===== src/sv/grhc_pkg.sv =====
// Shared types and constants for the gaze region hit classifier.
// Used by grhc_region_match and gaze_region_hit_classifier; no dependencies.
package grhc_pkg;

   localparam int SCENES            = 5;
   localparam int REGIONS_PER_SCENE = 8;
   localparam int COORD_BITS        = 11;
   localparam int MILESTONES        = 4;

   localparam int SCENE_W   = (SCENES > 1) ? $clog2(SCENES) : 1;
   localparam int TIME_W    = 24;
   localparam int LENGTH_W  = 24;
   localparam int STEP_W    = 16;
   localparam int HIT_W     = 16;
   localparam int REGION_W  = 4;
   localparam int MS_W      = 3;
   localparam int READY_W   = 5;
   localparam int SLOT_W    = 6;
   localparam int LVL_W     = $clog2(MILESTONES + 1);
   localparam int CSR_IDX_W = 2;
   localparam int CSR_DATA_W = 24;

   localparam logic [TIME_W-1:0]   RST_SCENE_START    = TIME_W'(15000);
   localparam logic [LENGTH_W-1:0] RST_SCENE_LENGTH   = LENGTH_W'(2500);
   localparam logic [STEP_W-1:0]   RST_MILESTONE_STEP = STEP_W'(20);

   typedef enum logic [CSR_IDX_W-1:0] {
      CSR_SCENE_START,
      CSR_SCENE_LENGTH,
      CSR_MILESTONE_STEP
   } csr_index_type;

   typedef enum logic {
      KIND_GAZE,
      KIND_LOAD
   } kind_type;

   typedef struct packed {
      logic [COORD_BITS-1:0] left;
      logic [COORD_BITS-1:0] right;
      logic [COORD_BITS-1:0] top;
      logic [COORD_BITS-1:0] bottom;
   } rect_type;

   typedef struct packed {
      logic                hit;
      logic [REGION_W-1:0] region;
   } match_type;

endpackage


===== src/sv/grhc_region_match.sv =====
// Priority point-in-rectangle match over one scene's row of rectangles.
// Depends on grhc_pkg for rect_type, match_type and table sizes.
module grhc_region_match
   import grhc_pkg::*;
(
   input  rect_type                     rect_row [REGIONS_PER_SCENE],
   input  logic [REGIONS_PER_SCENE-1:0] valid_row,
   input  logic [COORD_BITS-1:0]        px,
   input  logic [COORD_BITS-1:0]        py,
   output match_type                    match
);

   logic [REGIONS_PER_SCENE-1:0] inside_rect;

   always_comb begin
      for (int r = 0; r < REGIONS_PER_SCENE; r++) begin
         inside_rect[r] = valid_row[r] &&
                          (px >= rect_row[r].left) && (px <= rect_row[r].right) &&
                          (py >= rect_row[r].top)  && (py <= rect_row[r].bottom);
      end
   end

   // lowest region number wins
   always_comb begin
      match.hit    = 1'b0;
      match.region = '0;
      for (int r = REGIONS_PER_SCENE - 1; r >= 0; r--) begin
         if (inside_rect[r]) begin
            match.hit    = 1'b1;
            match.region = REGION_W'(r + 1);
         end
      end
   end

endmodule


===== src/sv/gaze_region_hit_classifier.sv =====
// Gaze region hit classifier top level: handshake, scene select, table, counters.
// Depends on grhc_pkg and grhc_region_match.

// One request is accepted every cycle while req_tready is high, and each produces
// one response (input register, then result register); a stalled response blocks the
// input only once both registers are full. Requests with tuser set load one
// rectangle into the table, the others are gaze samples classified against the
// scene selected by their time. A load takes effect for the very next request.
// The rectangle table is cleared (all entries invalid) at reset with no sweep.
// CSR writes are taken whenever csr_valid is high and must only be issued while
// no request is in flight.
module gaze_region_hit_classifier
   import grhc_pkg::*;
(
   input  logic                  clock,
   input  logic                  reset,
   input  logic                  req_tvalid,
   output logic                  req_tready,
   // time_req[23:0] x[34:24] y[45:35] scene_ready[50:46] slot[56:51] left[67:57]
   // right[78:68] top[89:79] bottom[100:90] slot_valid[101], zero pad above
   input  logic [103:0]          req_tdata,
   // kind
   input  logic                  req_tuser,
   output logic                  rsp_tvalid,
   input  logic                  rsp_tready,
   // region[3:0] hit_number[19:4] milestone[22:20], zero pad above
   output logic [23:0]           rsp_tdata,
   input  logic                  csr_valid,
   output logic                  csr_ready,
   input  logic [CSR_IDX_W-1:0]  csr_index,
   input  logic [CSR_DATA_W-1:0] csr_data
);

   localparam int BOUND_W    = TIME_W + SCENE_W + 1;
   localparam int PROD_W     = STEP_W + LVL_W;
   localparam int READY_EXT  = 1 << SCENE_W;

   // configuration
   logic [TIME_W-1:0]   start_ff;
   logic [LENGTH_W-1:0] length_ff;
   logic [STEP_W-1:0]   step_ff;
   logic [LENGTH_W-1:0] length_eff;
   logic [BOUND_W-1:0]  bound_ff [SCENES];

   // pipeline
   logic         a_valid_ff, a_valid_in;
   logic [103:0] a_data_ff;
   logic         a_kind_ff;
   logic         rsp_valid_ff, rsp_valid_in;
   logic [23:0]  rsp_data_ff, rsp_data_in;
   logic         rsp_free, a_advance, req_accept;

   // state
   rect_type                     tbl_rect_ff  [SCENES][REGIONS_PER_SCENE];
   logic [REGIONS_PER_SCENE-1:0] tbl_valid_ff [SCENES];
   logic [HIT_W-1:0]             cnt_ff, cnt_in;
   logic [LVL_W-1:0]             lvl_ff, lvl_in;

   // unpacked request fields
   logic [TIME_W-1:0]     f_time;
   logic [COORD_BITS-1:0] f_x, f_y;
   logic [READY_W-1:0]    f_ready;
   logic [SLOT_W-1:0]     f_slot;
   rect_type              f_rect;
   logic                  f_slot_valid;
   logic                  is_gaze, is_load;

   logic                 in_window, scene_ok;
   logic [SCENE_W-1:0]   scene_idx;
   logic [READY_EXT-1:0] ready_ext;
   match_type            match;
   logic                 hit;
   logic [REGION_W-1:0]  region;
   logic [HIT_W-1:0]     hit_number;
   logic [PROD_W-1:0]    threshold;
   logic                 ms_step;
   logic [MS_W-1:0]      milestone;

   // ---------------- CSR ----------------
   assign csr_ready  = 1'b1;
   assign length_eff = (length_ff == '0) ? LENGTH_W'(1) : length_ff;

   always_ff @(posedge clock) begin
      if (reset) begin
         start_ff  <= RST_SCENE_START;
         length_ff <= RST_SCENE_LENGTH;
         step_ff   <= RST_MILESTONE_STEP;
      end else if (csr_valid && csr_ready) begin
         unique case (csr_index_type'(csr_index))
            CSR_SCENE_START:    start_ff  <= csr_data[TIME_W-1:0];
            CSR_SCENE_LENGTH:   length_ff <= csr_data[LENGTH_W-1:0];
            CSR_MILESTONE_STEP: step_ff   <= csr_data[STEP_W-1:0];
            default: ;
         endcase
      end
   end

   // scene window start times, refreshed from the CSRs every cycle
   always_ff @(posedge clock) begin
      for (int s = 0; s < SCENES; s++) begin
         bound_ff[s] <= BOUND_W'(start_ff) + BOUND_W'(length_eff) * BOUND_W'(s);
      end
   end

   // ---------------- handshake ----------------
   assign rsp_free   = !rsp_valid_ff || rsp_tready;
   assign a_advance  = a_valid_ff && rsp_free;
   assign req_tready = !a_valid_ff || rsp_free;
   assign req_accept = req_tvalid && req_tready;

   assign a_valid_in   = req_accept ? 1'b1 : (a_advance ? 1'b0 : a_valid_ff);
   assign rsp_valid_in = a_advance ? 1'b1 : (rsp_tready ? 1'b0 : rsp_valid_ff);

   always_ff @(posedge clock) begin
      if (reset) begin
         a_valid_ff   <= 1'b0;
         rsp_valid_ff <= 1'b0;
      end else begin
         a_valid_ff   <= a_valid_in;
         rsp_valid_ff <= rsp_valid_in;
      end
   end

   always_ff @(posedge clock) begin
      if (req_accept) begin
         a_data_ff <= req_tdata;
         a_kind_ff <= req_tuser;
      end
      if (a_advance) begin
         rsp_data_ff <= rsp_data_in;
      end
   end

   assign rsp_tvalid = rsp_valid_ff;
   assign rsp_tdata  = rsp_data_ff;

   // ---------------- classification ----------------
   assign f_time       = a_data_ff[23:0];
   assign f_x          = a_data_ff[34:24];
   assign f_y          = a_data_ff[45:35];
   assign f_ready      = a_data_ff[50:46];
   assign f_slot       = a_data_ff[56:51];
   assign f_rect.left   = a_data_ff[67:57];
   assign f_rect.right  = a_data_ff[78:68];
   assign f_rect.top    = a_data_ff[89:79];
   assign f_rect.bottom = a_data_ff[100:90];
   assign f_slot_valid = a_data_ff[101];

   assign is_gaze = (kind_type'(a_kind_ff) == KIND_GAZE);
   assign is_load = (kind_type'(a_kind_ff) == KIND_LOAD);

   assign in_window = BOUND_W'(f_time) >= bound_ff[0];

   always_comb begin
      scene_idx = '0;
      for (int s = 1; s < SCENES; s++) begin
         if (BOUND_W'(f_time) >= bound_ff[s]) begin
            scene_idx = SCENE_W'(s);
         end
      end
   end

   assign ready_ext = READY_EXT'(f_ready);
   assign scene_ok  = in_window && ready_ext[scene_idx];

   grhc_region_match u_match (
      .rect_row  (tbl_rect_ff[scene_idx]),
      .valid_row (tbl_valid_ff[scene_idx]),
      .px        (f_x),
      .py        (f_y),
      .match     (match)
   );

   assign hit    = is_gaze && scene_ok && match.hit;
   assign region = hit ? match.region : '0;

   // ---------------- hit counter and milestones ----------------
   assign cnt_in     = (hit && (cnt_ff != '1)) ? cnt_ff + HIT_W'(1) : cnt_ff;
   assign hit_number = hit ? cnt_in : '0;
   assign threshold  = PROD_W'(step_ff) * PROD_W'(lvl_ff + LVL_W'(1));
   assign ms_step    = is_gaze && (lvl_ff < LVL_W'(MILESTONES)) &&
                       (PROD_W'(cnt_in) > threshold);
   assign lvl_in     = ms_step ? lvl_ff + LVL_W'(1) : lvl_ff;
   assign milestone  = ms_step ? MS_W'(lvl_in) : '0;

   assign rsp_data_in = {1'b0, milestone, hit_number, region};

   always_ff @(posedge clock) begin
      if (reset) begin
         cnt_ff <= '0;
         lvl_ff <= '0;
      end else if (a_advance) begin
         cnt_ff <= cnt_in;
         lvl_ff <= lvl_in;
      end
   end

   // ---------------- rectangle table ----------------
   always_ff @(posedge clock) begin
      if (reset) begin
         for (int s = 0; s < SCENES; s++) begin
            tbl_valid_ff[s] <= '0;
         end
      end else if (a_advance && is_load) begin
         for (int s = 0; s < SCENES; s++) begin
            for (int r = 0; r < REGIONS_PER_SCENE; r++) begin
               if (int'(f_slot) == s * REGIONS_PER_SCENE + r) begin
                  tbl_valid_ff[s][r] <= f_slot_valid;
               end
            end
         end
      end
   end

   always_ff @(posedge clock) begin
      if (a_advance && is_load) begin
         for (int s = 0; s < SCENES; s++) begin
            for (int r = 0; r < REGIONS_PER_SCENE; r++) begin
               if (int'(f_slot) == s * REGIONS_PER_SCENE + r) begin
                  tbl_rect_ff[s][r] <= f_rect;
               end
            end
         end
      end
   end

`ifndef NO_ASSERTIONS
   // a reported region always carries a nonzero hit number and vice versa
   a_region_hit : assert property (@(posedge clock) disable iff (reset)
      rsp_tvalid |-> ((rsp_tdata[3:0] != '0) == (rsp_tdata[19:4] != '0)))
      else $error("region and hit_number disagree");

   // a reported milestone matches the level left behind by that request
   a_ms_level : assert property (@(posedge clock) disable iff (reset)
      (rsp_tvalid && (rsp_tdata[22:20] != '0)) |-> (rsp_tdata[22:20] == MS_W'(lvl_ff)))
      else $error("milestone does not match level");

   // hit count never goes backward
   a_cnt_mono : assert property (@(posedge clock) disable iff (reset)
      !$past(reset) |-> (cnt_ff >= $past(cnt_ff)))
      else $error("hit count decreased");

   // level moves by at most one per request
   a_lvl_step : assert property (@(posedge clock) disable iff (reset)
      !$past(reset) |-> ((lvl_ff == $past(lvl_ff)) ||
                         (lvl_ff == $past(lvl_ff) + LVL_W'(1))))
      else $error("milestone level jumped");
`endif

endmodule


===== config.mk =====
export PLATFORM = sky130hd
export DESIGN_NAME = gaze_region_hit_classifier
export DESIGN_NICKNAME = d
export VERILOG_FILES = /design/src/sv/grhc_pkg.sv /design/src/sv/grhc_region_match.sv /design/src/sv/gaze_region_hit_classifier.sv
export SDC_FILE = /design/constraint.sdc
export NUM_CORES = 2
export LEC_CHECK = 0
export BUFFER_PORTS_ARGS = -buffer_cell sky130_fd_sc_hd__buf_2
export CAP_MARGIN = 30
export CORE_UTILIZATION = 25
export CTS_BUF_LIST = sky130_fd_sc_hd__clkbuf_4
export DETAILED_ROUTE_END_ITERATION = 10
export SYNTH_ARGS = -nofsm -noshare
export SYNTH_HDL_FRONTEND = slang
export SYNTH_SLANG_ARGS = --single-unit

===== constraint.sdc =====
create_clock -name clock -period 11 [get_ports clock]
set_clock_uncertainty 0.05 [all_clocks]
set_input_delay 2.2 -clock clock [delete_from_list [all_inputs] [get_ports clock]]
set_output_delay 2.2 -clock clock [all_outputs]
set_load 0.005 [all_outputs]

==> flow_metrics.env <==
export IMPL_status="complete, no violations"
export IMPL_pwr_density_cell_nw_per_um2=184
export IMPL_wl_per_cell_um=22.6
export IMPL_cp_common_cell="o21a_1"
export IMPL_final_period_utilization_pct=91.4
export IMPL_setup_violations=0
export IMPL_clk_latency_ps=1390
export IMPL_initial_core_util_pct=25.1
export IMPL_tritoncts="done"
export IMPL_layout_common_cells="1,926 x edfxtp_1, 1,367 x nand2_1, 780 x clkbuf_4, 604 x ha_1, 557 x a21oi_1"
export IMPL_worstHoldPathType="reg2reg"
export IMPL_synth_edff_count=1926
export IMPL_final_nets=8837
export IMPL_synth_fp_nets=8238
export IMPL_period_minus_slack_ps=10050
export IMPL_cts_hold_buf=0
export IMPL_cp_start_kind="flop"
export IMPL_synth_top_flop_cell="edfxtp_1"
export IMPL_timing_critical_path_buf_inv=3
export IMPL_yosysSeqAreaShare_pct=65.1
export IMPL_io_pins=163
export IMPL_relSlewSlack_pct=29.7
export IMPL_routed_via_count=65948
export IMPL_die_h_um=619
export IMPL_cp_arrival_ps=11170
export IMPL_rows=226
export IMPL_synthCells=7443
export IMPL_drtIter0Drc=7248
export IMPL_synth_area_sq_um=95200
export IMPL_ys_warnings_count=0
export IMPL_avgSynthCellArea_sq_um=12.8
export IMPL_numCtsBuffers=548
export IMPL_gr_total_overflow=0
export IMPL_routabilityCongestion=0.849
export IMPL_synthArstFlopShare_pct=0
export IMPL_yosys_register_bits=2135
export IMPL_cts_buffer_depth=4
export IMPL_fill_cells=38661
export IMPL_path_clk_slew_ps=70
export IMPL_fmax_ghz=0.0995
export IMPL_grt_util_all_layers_pct=15.4
export IMPL_die_area_sq_um=383000
export IMPL_io_buffers=158
export IMPL_ant_nets=0
export IMPL_required_ps=12110
export IMPL_reg2reg_slack_ps=950
export IMPL_stdcell_count=13428
export IMPL_finalHoldViolCount=0
export IMPL_p_leak_uw=0.0401
export IMPL_power_frac_clock_pct=33.7
export IMPL_avgViaCountPerCell=4.91
export IMPL_postCtsSetupRepairBufs=0
export IMPL_tightest_slew_ps=1050
export IMPL_grt_start_max_net_pins=148
export IMPL_dp_cells=12506
export IMPL_p_comb_share_pct=22.0
export IMPL_grt_pass1_vias=63892
export IMPL_antenna_found_initial=32
export IMPL_maxCapViolations=0
export IMPL_clock_sinks=2135
export IMPL_placed_area_sq_um=104000
export IMPL_pwr_share_seq_pct=44.3
export IMPL_htreeDepth=6
export IMPL_fin_tns_setup_ps=0
export IMPL_worst_setup_path_end_kind="flop"
export IMPL_report_final_slew_viol_count=0
export IMPL_path_delay_family="compound AO/OA/AOI/OAI gates"
export IMPL_drt_total_wl_um=304000
export IMPL_cts_resized_gates=0
export IMPL_grt_pass1_wl_um=435000
export IMPL_die_width_um=619
export IMPL_worstPathMaxFanout=32
export IMPL_critical_path_class="reg2reg"
export IMPL_internal_power_uw=14000
export IMPL_rsz0062_at_grt="false"
export IMPL_yosys_cell_types_count=78
export IMPL_switching_share_pct=31.3
export IMPL_route_detailed_drc=0
export IMPL_core_area_sq_um=379000
export IMPL_firstDrtPassIters=5
export IMPL_areaGrowthSynthToFinish_pct=16.2
export IMPL_final_layout_size_suffix_gt1_share_pct=16.4
export IMPL_slowest_stage="nor4_1"
export IMPL_root_buffer="clkbuf_4"
export IMPL_power_switching_uw=6380
export IMPL_mostFrequentLayoutCell="edfxtp_1"
export IMPL_peakVddDrop_v=0.000112
export IMPL_slowest_delay_ps=670
export IMPL_dpl_hpwl_um=185000
export IMPL_design_area_sq_um=111000
## sequential cells by signal, indices dropped and copies added (netlist names)
| name | count |
|---|---|
| a_data_ff | 102 |
| a_kind_ff | 1 |
| a_valid_ff | 1 |
| bound_ff | 124 |
| cnt_ff | 16 |
| length_ff | 24 |
| lvl_ff | 3 |
| rsp_tdata | 23 |
| rsp_tvalid | 1 |
| start_ff | 24 |
| step_ff | 16 |
| tbl_rect_ff | 1760 |
| tbl_valid_ff | 40 |
## final cells by class
class	instances	area [sq um]	share of cell area [%]
antenna	22	55.1	0.0498
clock buffer	780	5860	5.29
clock inverter	118	883	0.799
inverter	227	852	0.770
multi-input combinational	4707	31300	28.3
sequential	2135	62000	56.1
tap	5016	6280	5.67
timing repair buffer	423	3360	3.04
## power by group through the flow
| stage | logic (uW) | registers (uW) | clock network, uW |
|---|---|---|---|
| floorplan | 2640 | 9220 | 0 |
| global placement | 4390 | 9190 | 0 |
| detailed placement | 4440 | 9190 | 0 |
| CTS | 4450 | 9010 | 6990 |
| global route | 4880 | 9020 | 7390 |
| finish | 4480 | 9010 | 6870 |
## logic make-up after synthesis
kind of cell	Yosys count	synth area share, %
adder cells (fa/ha/maj)	659	9.09
XOR/XNOR	124	1.14
multiplexers	39	0.438
AO/OA/AOI/OAI	1593	11.1
flip-flops	2135	65.1
AND/OR/NAND/NOR	2290	10.7
other	2	0.00789
buffers and inverters	601	2.41
## cell usage after synthesis, types with 24 or more instances
cell type | instances | share of area [%]
fa_1 | 55 | 1.2
o21a_1 | 78 | 0.61
xnor2_1 | 76 | 0.70
ha_1 | 604 | 7.9
nor2_1 | 256 | 1.0
nand2b_1 | 46 | 0.30
nand3_1 | 103 | 0.54
edfxtp_1 | 1926 | 61
nor2b_1 | 74 | 0.49
nor4_1 | 26 | 0.17
mux2i_1 | 24 | 0.25
buf_1 | 27 | 0.11
o21ai_0 | 158 | 0.83
xor2_1 | 48 | 0.44
nand2_1 | 1369 | 5.4
dfxtp_1 | 209 | 4.4
a21oi_1 | 559 | 2.9
inv_1 | 227 | 0.89
clkbuf_1 | 336 | 1.3
nand4_1 | 67 | 0.44
and3_1 | 185 | 1.2
a211oi_1 | 76 | 0.60
o22ai_1 | 130 | 0.85
or2_2 | 46 | 0.30
a311oi_1 | 315 | 2.9
nor3_1 | 45 | 0.24
a21o_1 | 79 | 0.62
a211o_1 | 30 | 0.28
## per-stage QoR
step / util, % / hold slack, ps / power (uW) / setup WS (ps)
floorplan: - / 305 / 11900 / 2820
global placement: 27.3 / 351 / 13600 / 1020
detailed placement: 27.4 / 348 / 13600 / 954
CTS: 29.2 / 368 / 20500 / 977
global route: 29.2 / 387 / 21300 / 375
finish: 29.2 / 364 / 20400 / 947
## layer usage
metal  part of all wire (%)  routed length (um)  global-route usage, %  up-vias
li1                       -                   -                      -    29497
met1                     41              126000                   20.4    32752
met2                     46              140000                   24.7     3144
met3                    9.6               29200                   3.49      523
met4                    2.9                8950                   5.08       32
met5                  0.066                 202                      0        -
## final timing paths
kind	startpoint	end	cells after the start
min reg2reg	start_ff[0]	bound_ff[0][108]	0
max reg2reg	a_data_ff[2]	lvl_ff[1]	38
min	start_ff[0]	bound_ff[0][108]	0
max	a_data_ff[2]	lvl_ff[1]	38
Note: power is estimated with default switching activity, not from simulation.
